<file path="src/twr_pkg.sv">
// Shared types and constants for the two-way ranging statistics block.
package twr_pkg;

  localparam int COUNT_WIDTH  = 32;
  localparam int NUM_OUTCOMES = 5;
  localparam int OUTCOME_W    = 3;
  localparam int KW           = 20;
  localparam int MAGW         = 60;
  localparam int PRODW        = MAGW + KW;
  localparam int QSHIFT       = 43;
  localparam int QW           = PRODW - QSHIFT;
  localparam int MUL_STEPS    = KW;
  localparam int STEP_W       = $clog2(MUL_STEPS + 1);
  localparam int ADDR_W       = 3;

  localparam logic [KW-1:0]        MM_PER_TICK_RESET = KW'(307387);
  localparam logic [OUTCOME_W-1:0] OUTCOME_SUCCESS   = 3'd0;
  localparam logic                 REG_MM_PER_TICK   = 1'b0;

  typedef enum logic [2:0] {
    ST_IDLE,
    ST_DIFF,
    ST_PROD,
    ST_NUM,
    ST_MRAW,
    ST_MCOR,
    ST_DONE
  } state_t;

  typedef struct packed {
    logic [OUTCOME_W-1:0] outcome;
    logic [31:0]          poll_sent_time;
    logic [31:0]          reply_heard_time;
    logic [31:0]          poll_heard_time;
    logic [31:0]          reply_sent_time;
    logic signed [15:0]   clock_offset;
  } item_t;

  typedef struct packed {
    logic               range_valid;
    logic signed [31:0] raw_mm;
    logic signed [31:0] cor_range_mm;
    logic [31:0]        outcome_count;
    logic [31:0]        failure_total;
    logic signed [31:0] corrected_low;
    logic signed [31:0] corrected_high;
    logic signed [15:0] offset_low;
    logic signed [15:0] offset_high;
    logic signed [63:0] raw_total;
    logic signed [63:0] corrected_total;
    logic signed [63:0] offset_total;
  } result_t;

endpackage

</file>
<file path="src/twr_mul.sv">
// Bit-serial shift-add multiplier: magnitude times scale, one scale bit per cycle.
module twr_mul import twr_pkg::*; (
  input  logic            clk,
  input  logic            rst,
  input  logic            start,
  input  logic [MAGW-1:0] mag,
  input  logic [KW-1:0]   k,
  output logic            done,
  output logic [QW-1:0]   q
);

  logic [PRODW-1:0]  prod;
  logic [MAGW-1:0]   mcand;
  logic [STEP_W-1:0] cnt;
  logic              run;
  logic [MAGW:0]     sum;

  assign sum  = {1'b0, prod[PRODW-1:KW]} + (prod[0] ? {1'b0, mcand} : '0);
  assign done = run && (cnt == '0);
  assign q    = prod[PRODW-1:QSHIFT];

  always_ff @(posedge clk) begin
    if (rst) begin
      run <= 1'b0;
      cnt <= '0;
    end else if (start) begin
      run <= 1'b1;
      cnt <= STEP_W'(MUL_STEPS);
    end else if (run) begin
      if (cnt != '0) begin
        cnt <= cnt - 1'b1;
      end else begin
        run <= 1'b0;
      end
    end
  end

  always_ff @(posedge clk) begin
    if (start) begin
      prod  <= {{MAGW{1'b0}}, k};
      mcand <= mag;
    end else if (run && (cnt != '0)) begin
      prod <= {sum, prod[KW-1:1]};
    end
  end

endmodule

</file>
<file path="src/twr_range_with_cfo_stats.sv">
// Top level: ranging math, outcome counters and running statistics.
//
//  channel   direction  handshake                    payload
//  item      in         item_valid / item_stall      item_t
//  result    out        result_valid / result_stall  result_t
//  config    in         psel penable pwrite pready   paddr, pwdata, prdata
//
// A success goes through the setup states DIFF, PROD and NUM, then two passes through
// the 20-step serial multiplier, then DONE, which loads the result. A failure or
// unknown outcome goes straight from IDLE to DONE.
// One item is worked on at a time; a new one is taken while a result waits.
// rst is synchronous: counters and sums clear, extremes return to their limits.
// A stalled result holds the engine only at its final step.
module twr_range_with_cfo_stats import twr_pkg::*; (
  input  logic              clk,
  input  logic              rst,
  input  logic              item_valid,
  output logic              item_stall,
  input  item_t             item,
  output logic              result_valid,
  input  logic              result_stall,
  output result_t           result,
  input  logic              psel,
  input  logic              penable,
  input  logic              pwrite,
  input  logic [ADDR_W-1:0] paddr,
  input  logic [31:0]       pwdata,
  output logic [31:0]       prdata,
  output logic              pready
);

  function automatic logic signed [31:0] sat_mm(input logic neg, input logic [QW-1:0] qv);
    logic signed [31:0] r;
    if (neg) begin
      if (qv > QW'(64'h8000_0000)) r = 32'sh8000_0000;
      else r = 32'd0 - qv[31:0];
    end else begin
      if (qv > QW'(64'h7FFF_FFFF)) r = 32'sh7FFF_FFFF;
      else r = qv[31:0];
    end
    return r;
  endfunction

  state_t state, state_next;

  logic [KW-1:0] mm_per_tick;
  item_t         cur;
  logic [31:0]   ra, db;
  logic [32:0]   diff;
  logic signed [47:0] dbc;
  logic [60:0]   num_cor;
  logic [QW-1:0] raw_q, cor_q;

  logic            mul_start, mul_done;
  logic [MAGW-1:0] mul_mag;
  logic [QW-1:0]   mul_q;
  logic [32:0]     diff_mag;
  logic [60:0]     cor_abs;
  logic            load_out;

  logic [COUNT_WIDTH-1:0] counts [NUM_OUTCOMES];
  logic [COUNT_WIDTH-1:0] fail_count;
  logic [63:0]        raw_sum, cor_sum, off_sum;
  logic signed [31:0] cor_min, cor_max;
  logic signed [15:0] off_min, off_max;
  logic               seen;

  logic [COUNT_WIDTH-1:0] cnt_sel, fail_next;
  logic [63:0]        raw_sum_next, cor_sum_next, off_sum_next;
  logic signed [31:0] cor_min_next, cor_max_next;
  logic signed [15:0] off_min_next, off_max_next;
  logic               seen_next, is_success, is_known;
  logic signed [31:0] rmm, cmm;

  // configuration port
  assign pready = 1'b1;
  assign prdata = (paddr[2] == REG_MM_PER_TICK) ? {{(32-KW){1'b0}}, mm_per_tick} : 32'd0;

  always_ff @(posedge clk) begin
    if (rst) begin
      mm_per_tick <= MM_PER_TICK_RESET;
    end else if (psel && penable && pwrite && pready && (paddr[2] == REG_MM_PER_TICK)) begin
      mm_per_tick <= pwdata[KW-1:0];
    end
  end

  // sequencer
  always_ff @(posedge clk) begin
    if (rst) state <= ST_IDLE;
    else     state <= state_next;
  end

  always_comb begin
    state_next = state;
    unique case (state)
      ST_IDLE: begin
        if (item_valid) begin
          state_next = (item.outcome == OUTCOME_SUCCESS) ? ST_DIFF : ST_DONE;
        end
      end
      ST_DIFF: state_next = ST_PROD;
      ST_PROD: state_next = ST_NUM;
      ST_NUM:  state_next = ST_MRAW;
      ST_MRAW: if (mul_done) state_next = ST_MCOR;
      ST_MCOR: if (mul_done) state_next = ST_DONE;
      ST_DONE: if (load_out) state_next = ST_IDLE;
      default: state_next = ST_IDLE;
    endcase
  end

  always_comb begin
    item_stall = (state != ST_IDLE);
    mul_start  = (state == ST_NUM) || ((state == ST_MRAW) && mul_done);
    load_out   = (state == ST_DONE) && (!result_valid || !result_stall);
  end

  // datapath
  assign diff_mag = diff[32] ? (33'd0 - diff) : diff;
  assign cor_abs  = num_cor[60] ? (61'd0 - num_cor) : num_cor;
  assign mul_mag  = (state == ST_NUM) ? {1'b0, diff_mag, 26'b0} : cor_abs[MAGW-1:0];

  always_ff @(posedge clk) begin
    if ((state == ST_IDLE) && item_valid) cur <= item;
    if (state == ST_DIFF) begin
      ra <= cur.reply_heard_time - cur.poll_sent_time;
      db <= cur.reply_sent_time - cur.poll_heard_time;
    end
    if (state == ST_PROD) begin
      diff <= {ra[31], ra} - {db[31], db};
      dbc  <= $signed(db) * cur.clock_offset;
    end
    if (state == ST_NUM) begin
      num_cor <= {{2{diff[32]}}, diff, 26'b0} + {{13{dbc[47]}}, dbc};
    end
    if ((state == ST_MRAW) && mul_done) raw_q <= mul_q;
    if ((state == ST_MCOR) && mul_done) cor_q <= mul_q;
  end

  twr_mul u_mul (
    .clk   (clk),
    .rst   (rst),
    .start (mul_start),
    .mag   (mul_mag),
    .k     (mm_per_tick),
    .done  (mul_done),
    .q     (mul_q)
  );

  // statistics update
  always_comb begin
    is_success   = (cur.outcome == OUTCOME_SUCCESS);
    is_known     = (cur.outcome < OUTCOME_W'(NUM_OUTCOMES));
    rmm          = is_success ? sat_mm(diff[32], raw_q) : 32'sd0;
    cmm          = is_success ? sat_mm(num_cor[60], cor_q) : 32'sd0;
    cnt_sel      = '0;
    for (int i = 0; i < NUM_OUTCOMES; i++) begin
      if (cur.outcome == OUTCOME_W'(i)) cnt_sel = counts[i] + 1'b1;
    end
    fail_next    = (is_known && !is_success) ? fail_count + 1'b1 : fail_count;
    raw_sum_next = raw_sum;
    cor_sum_next = cor_sum;
    off_sum_next = off_sum;
    cor_min_next = cor_min;
    cor_max_next = cor_max;
    off_min_next = off_min;
    off_max_next = off_max;
    seen_next    = seen;
    if (is_success) begin
      raw_sum_next = raw_sum + {{32{rmm[31]}}, rmm};
      cor_sum_next = cor_sum + {{32{cmm[31]}}, cmm};
      off_sum_next = off_sum + {{48{cur.clock_offset[15]}}, cur.clock_offset};
      if (cmm < cor_min) cor_min_next = cmm;
      if (cmm > cor_max) cor_max_next = cmm;
      if (cur.clock_offset < off_min) off_min_next = cur.clock_offset;
      if (cur.clock_offset > off_max) off_max_next = cur.clock_offset;
      seen_next = 1'b1;
    end
  end

  always_ff @(posedge clk) begin
    if (rst) begin
      for (int i = 0; i < NUM_OUTCOMES; i++) counts[i] <= '0;
      fail_count <= '0;
      raw_sum    <= '0;
      cor_sum    <= '0;
      off_sum    <= '0;
      cor_min    <= 32'sh7FFF_FFFF;
      cor_max    <= 32'sh8000_0000;
      off_min    <= 16'sh7FFF;
      off_max    <= 16'sh8000;
      seen       <= 1'b0;
    end else if (load_out) begin
      for (int i = 0; i < NUM_OUTCOMES; i++) begin
        if (cur.outcome == OUTCOME_W'(i)) counts[i] <= cnt_sel;
      end
      fail_count <= fail_next;
      raw_sum    <= raw_sum_next;
      cor_sum    <= cor_sum_next;
      off_sum    <= off_sum_next;
      cor_min    <= cor_min_next;
      cor_max    <= cor_max_next;
      off_min    <= off_min_next;
      off_max    <= off_max_next;
      seen       <= seen_next;
    end
  end

  // output register
  always_ff @(posedge clk) begin
    if (rst) begin
      result_valid <= 1'b0;
    end else if (load_out) begin
      result_valid <= 1'b1;
    end else if (!result_stall) begin
      result_valid <= 1'b0;
    end
  end

  always_ff @(posedge clk) begin
    if (load_out) begin
      result.range_valid     <= is_success;
      result.raw_mm          <= rmm;
      result.cor_range_mm    <= cmm;
      result.outcome_count   <= 32'(cnt_sel);
      result.failure_total   <= 32'(fail_next);
      result.corrected_low   <= seen_next ? cor_min_next : 32'sd0;
      result.corrected_high  <= seen_next ? cor_max_next : 32'sd0;
      result.offset_low      <= seen_next ? off_min_next : 16'sd0;
      result.offset_high     <= seen_next ? off_max_next : 16'sd0;
      result.raw_total       <= raw_sum_next;
      result.corrected_total <= cor_sum_next;
      result.offset_total    <= off_sum_next;
    end
  end

  a_busy_after_accept: assert property (@(posedge clk) disable iff (rst)
    item_valid && !item_stall |=> item_stall)
    else $error("item accepted while engine not marked busy");

  a_mul_done_in_mul_state: assert property (@(posedge clk) disable iff (rst)
    mul_done |-> (state == ST_MRAW) || (state == ST_MCOR))
    else $error("multiplier finished outside a multiply state");

  a_invalid_range_zero: assert property (@(posedge clk) disable iff (rst)
    result_valid && !result.range_valid |-> (result.raw_mm == 0) && (result.cor_range_mm == 0))
    else $error("range nonzero on a failed exchange");

  a_extremes_ordered: assert property (@(posedge clk) disable iff (rst)
    result_valid && result.range_valid |->
      (result.corrected_low <= result.corrected_high) && (result.offset_low <= result.offset_high))
    else $error("running minimum exceeds maximum");

endmodule

</file>
<file path="config.mk">
export PLATFORM = sky130hd
export DESIGN_NAME = twr_range_with_cfo_stats
export DESIGN_NICKNAME = d
export VERILOG_FILES = /design/src/twr_pkg.sv /design/src/twr_mul.sv /design/src/twr_range_with_cfo_stats.sv
export SDC_FILE = /design/constraint.sdc
export NUM_CORES = 2
export LEC_CHECK = 0
export ABC_AREA = 1
export BUFFER_PORTS_ARGS = -buffer_cell sky130_fd_sc_hd__buf_2
export CORE_MARGIN = 3
export CORE_UTILIZATION = 30
export CTS_BUF_LIST = sky130_fd_sc_hd__clkbuf_8 sky130_fd_sc_hd__clkbuf_16
export DETAILED_ROUTE_END_ITERATION = 7
export SYNTH_ARGS = -nofsm -noshare
export SYNTH_HDL_FRONTEND = slang
export SYNTH_SLANG_ARGS = --single-unit
</file>
<file path="constraint.sdc">
create_clock -name clk -period 26.7 [get_ports clk]
set_input_delay 5.34 -clock clk [delete_from_list [all_inputs] [get_ports clk]]
set_output_delay 5.34 -clock clk [all_outputs]
set_load 0.02 [all_outputs]
</file>
==> key figures <==
Place
  • Total half-perimeter wirelength after legalization and detailed placement: 252,800 um
  • IO buf count: 613
  • Placed instance area: 0.1122 mm2
  • Last weighted congestion value of the routability-driven placer: 0.9568

STA
  • Max_slew headroom: 20.76%
  • Setup skew after layout: around 0.085 ns
  • Max Fclk: 89.06 MHz
  • Post-route setup TNS: 0 ns
  • Final critical-path required period: about 11 ns
  • Fin crit share: 42.05%
  • Worst hold margin: approximately 0.41 ns
  • Max Slew Vio Count: 0
  • Number of failing hold endpoints at the final stage: 0
  • Worst Max-Slew Pin Slew: 1.174 ns
  • Final setup fails: 0
  • RSZ-0062 raised after global routing: false

CTS
  • TritonCTS buffer count: between 150 and 200
  • Cell at the root of the clock tree: sky130_fd_sc_hd__clkbuf_16
  • Number of sinks handled by clock tree synthesis: 1,494
  • Clock edge transition at the registers on the reported setup and hold paths: ~0.050 ns
  • CTS Hold Buffers Added: 0
  • H-tree levels: 4
  • Clock tree from TritonCTS: done
  • Count of instances resized after the clock tree is built: 0
  • Clock latency reported for the late side of the worst-skew pair: 0.92 ns
  • Buffers inserted by post-CTS timing repair: 0
  • Max clock buf depth: 4

Drt
  • Total via count after detailed routing: between 80,000 and 90,000
  • Routed WL: 326,800 um
  • Violation count after the first detailed-routing iteration: 6,866
  • DRC violations left: 0
  • Antenna violation net count after detailed routing: 0
  • Post-detailed-route wirelength per cell: 18.46 um
  • Mean number of vias per cell: 4.832
  • Pre-antenna DRT Iters: 6

Global routing
  • Grt met1 use: 24.58%
  • Met2 track utilization from global routing: 28.83%
  • Total overflow reported by the global router: 0
  • Initial antenna violation count: 17
  • Routing layer with the top usage in global route: met2
  • Pin count of the biggest net entering global routing: approximately 150
  • Total routing usage reported by global routing: ~18%
  • Via count of the first global-routing pass: between 80,000 and 90,000
  • Wire length of the first global-routing pass: 493,600 um
  • Met3 global-route usage: under 10%

Synthesis
  • Largest area contributor in the netlist: sky130_fd_sc_hd__edfxtp_1
  • Area of the mapped netlist: about 0.10 mm2
  • Total of warnings raised by yosys: 0
  • Unique masters post-synth: slightly above 70
  • Share of flip-flops with an asynchronous set or reset: 0%
  • Count of flip-flops with a built-in enable after synthesis: about 1,100
  • Register bit total from synthesis: 1,494
  • Dominant register cell in the synthesized netlist: sky130_fd_sc_hd__edfxtp_1
  • Count of mapped cells out of synthesis: 12,490
  • Area fraction of the dominant cell type after synthesis: 31.27%
  • Average cell area after synthesis: 8.325 um2
  • Top area cells in the synthesized netlist: sky130_fd_sc_hd__edfxtp_1 (31%), sky130_fd_sc_hd__fa_1 (9.5%), sky130_fd_sc_hd__inv_1 (8.2%)
  • Sequential-to-total area share from yosys stat: 39.18%

Critical path
  • CP Depth: 3
  • Nature of the critical path endpoint: output pin
  • Data required time of the worst path: between 20 and 25 ns
  • Biggest cell delay along the critical path: 0.29 ns
  • Bufs and invs on worst path: 2
  • Start-to-end type of the worst setup path: input pin to output pin
  • Setup crit start kind: input pin
  • Family with the most delay on the worst path: buffers and inverters
  • Path depth of the worst reg2reg path: 27
  • Largest fanout of any net on the critical path: 21
  • Cell mode on critical path: sky130_fd_sc_hd__buf_2
  • Critical-path cell list: buf_2 -> nor2_1 -> buf_2
  • Master of the slowest instance on the critical path: sky130_fd_sc_hd__buf_2
  • Data arrival time of the worst path: around 6 ns

Worst hold path
  • Hold Path Stages: 0
  • Worst min-delay path category: flip-flop to flip-flop

Layout
  • Fraction of layout cells with a size suffix above 1: 9.155%
  • Finished layout cell area: between 0.1 and 0.15 mm2
  • Layout overhead on the synthesized area: 13.77%
  • Area of combinational cells with multiple inputs: 0.05318 mm2
  • Number of nets in the layout: 14,270
  • Flip-flop and latch area: between 0.04 and 0.05 mm2
  • Filler cell count: between 30,000 and 40,000

Floorplan
  • Floorplan die width: 594.8 um
  • Standard-cell row count: 215
  • Starting utilization of the core area: 30.23%
  • Total die area: 0.3538 mm2
  • Core area: 0.3441 mm2
  • # IOs: between 600 and 700
  • Die span in y: 594.8 um

Flow run
  • Maximum capacitance violations: 0

Run status
  • Outcome: finished clean
==> per-stage QoR <==
stage | worst slack (ns) | instances | utilization, %
finish | 15.47 | 17700 | 34.39
CTS | 15.48 | 17700 | 34.39
detailed placement | 15.48 | 17370 | 32.60
floorplan | 8.436 | 12500 | -
global route | 15.41 | 17700 | 34.39
global placement | 15.50 | 17370 | 32.60
==> cells in the mapped netlist (10+ instances only) <==
library cell,instances
sky130_fd_sc_hd__o221ai_1,25
sky130_fd_sc_hd__nand3b_1,10
sky130_fd_sc_hd__a21o_1,49
sky130_fd_sc_hd__clkbuf_1,353
sky130_fd_sc_hd__and3_1,11
sky130_fd_sc_hd__o21ai_0,901
sky130_fd_sc_hd__o21a_1,46
sky130_fd_sc_hd__o21ai_1,55
sky130_fd_sc_hd__ha_1,597
sky130_fd_sc_hd__nand3_1,460
sky130_fd_sc_hd__fa_1,494
sky130_fd_sc_hd__nand2_1,2235
sky130_fd_sc_hd__or2_2,74
sky130_fd_sc_hd__xnor2_1,160
sky130_fd_sc_hd__dfxtp_1,411
sky130_fd_sc_hd__nor2_2,24
sky130_fd_sc_hd__a21oi_1,864
sky130_fd_sc_hd__buf_4,16
sky130_fd_sc_hd__a221oi_1,13
sky130_fd_sc_hd__xor2_1,282
sky130_fd_sc_hd__o21bai_1,35
sky130_fd_sc_hd__o2111ai_1,10
sky130_fd_sc_hd__inv_2,16
sky130_fd_sc_hd__buf_1,23
sky130_fd_sc_hd__nor2_1,1095
sky130_fd_sc_hd__nor4_1,67
sky130_fd_sc_hd__inv_1,2284
sky130_fd_sc_hd__edfxtp_1,1083
sky130_fd_sc_hd__nand3_2,15
sky130_fd_sc_hd__a211oi_1,37
sky130_fd_sc_hd__o22ai_1,22
sky130_fd_sc_hd__o31ai_1,22
sky130_fd_sc_hd__a21boi_0,12
sky130_fd_sc_hd__o211ai_1,65
sky130_fd_sc_hd__a31oi_1,217
sky130_fd_sc_hd__nand4_1,137
sky130_fd_sc_hd__nor3_1,137
==> kinds of logic (layout without fill, tap and decap cells) <==
kind of cell	after synthesis	count (layout)	share of synthesized area, %
muxes	1	1	0.009625
xor gates and xnor gates	444	444	3.754
other	2	18	0.007221
DFF	1494	1494	39.18
and+or+nand+nor	4322	4322	17.51
AOI/OAI and AO/OA	2429	2429	12.99
buffers and inverters	2710	3347	9.851
adders and majority gates	1091	1091	16.69
==> cell usage in the layout, fill, tap and decap left out, types with 282 or more instances in the layout <==
master                     count
sky130_fd_sc_hd__nand3_1     460
sky130_fd_sc_hd__o21ai_0     896
sky130_fd_sc_hd__edfxtp_1   1083
sky130_fd_sc_hd__nor2_1     1085
sky130_fd_sc_hd__fa_1        494
sky130_fd_sc_hd__ha_1        597
sky130_fd_sc_hd__buf_2       612
sky130_fd_sc_hd__nand2_1    2234
sky130_fd_sc_hd__a21oi_1     864
sky130_fd_sc_hd__dfxtp_1     411
sky130_fd_sc_hd__xor2_1      282
sky130_fd_sc_hd__inv_1      2311
==> cell type report <==
class | instances | area share [%]
antenna | 5 | 0.01057
clock buffer | 191 | 3.944
clock inverter | 140 | 1.263
inverter | 2308 | 7.337
multi-input combinational | 8300 | 44.95
sequential | 1494 | 34.44
tap | 4557 | 4.819
timing repair buffer | 708 | 3.243
==> state kept, by name, indices dropped and copies added (netlist names), 33 cells and up <==
signal	count
cor_q	37
cor_sum	64
counts	160
cur	147
dbc	48
diff	33
num_cor	60
off_sum	64
raw_q	37
raw_sum	64
result	417
u_mul.mcand	60
u_mul.prod	80
==> final timing paths <==
check	from	endpoint	slack (ns)
max	paddr[2]	prdata[6]	15.47
min reg2reg	dbc[8]$_DFFE_PP_	num_cor[8]$_DFFE_PP_	0.41
max reg2reg	cur[6]$_DFFE_PP_	dbc[46]$_DFFE_PP_	18.73
min	dbc[8]$_DFFE_PP_	num_cor[8]$_DFFE_PP_	0.41
==> per-layer routing <==
layer  wire, um  vias up
li1           -    41990
met2     146100     2749
met5         12        -
met3      21860      437
met4      11820        2
met1     147000    40360
Power is not shown: default switching activity piles up to over one toggle a cycle in this logic, so the estimate is an artifact.
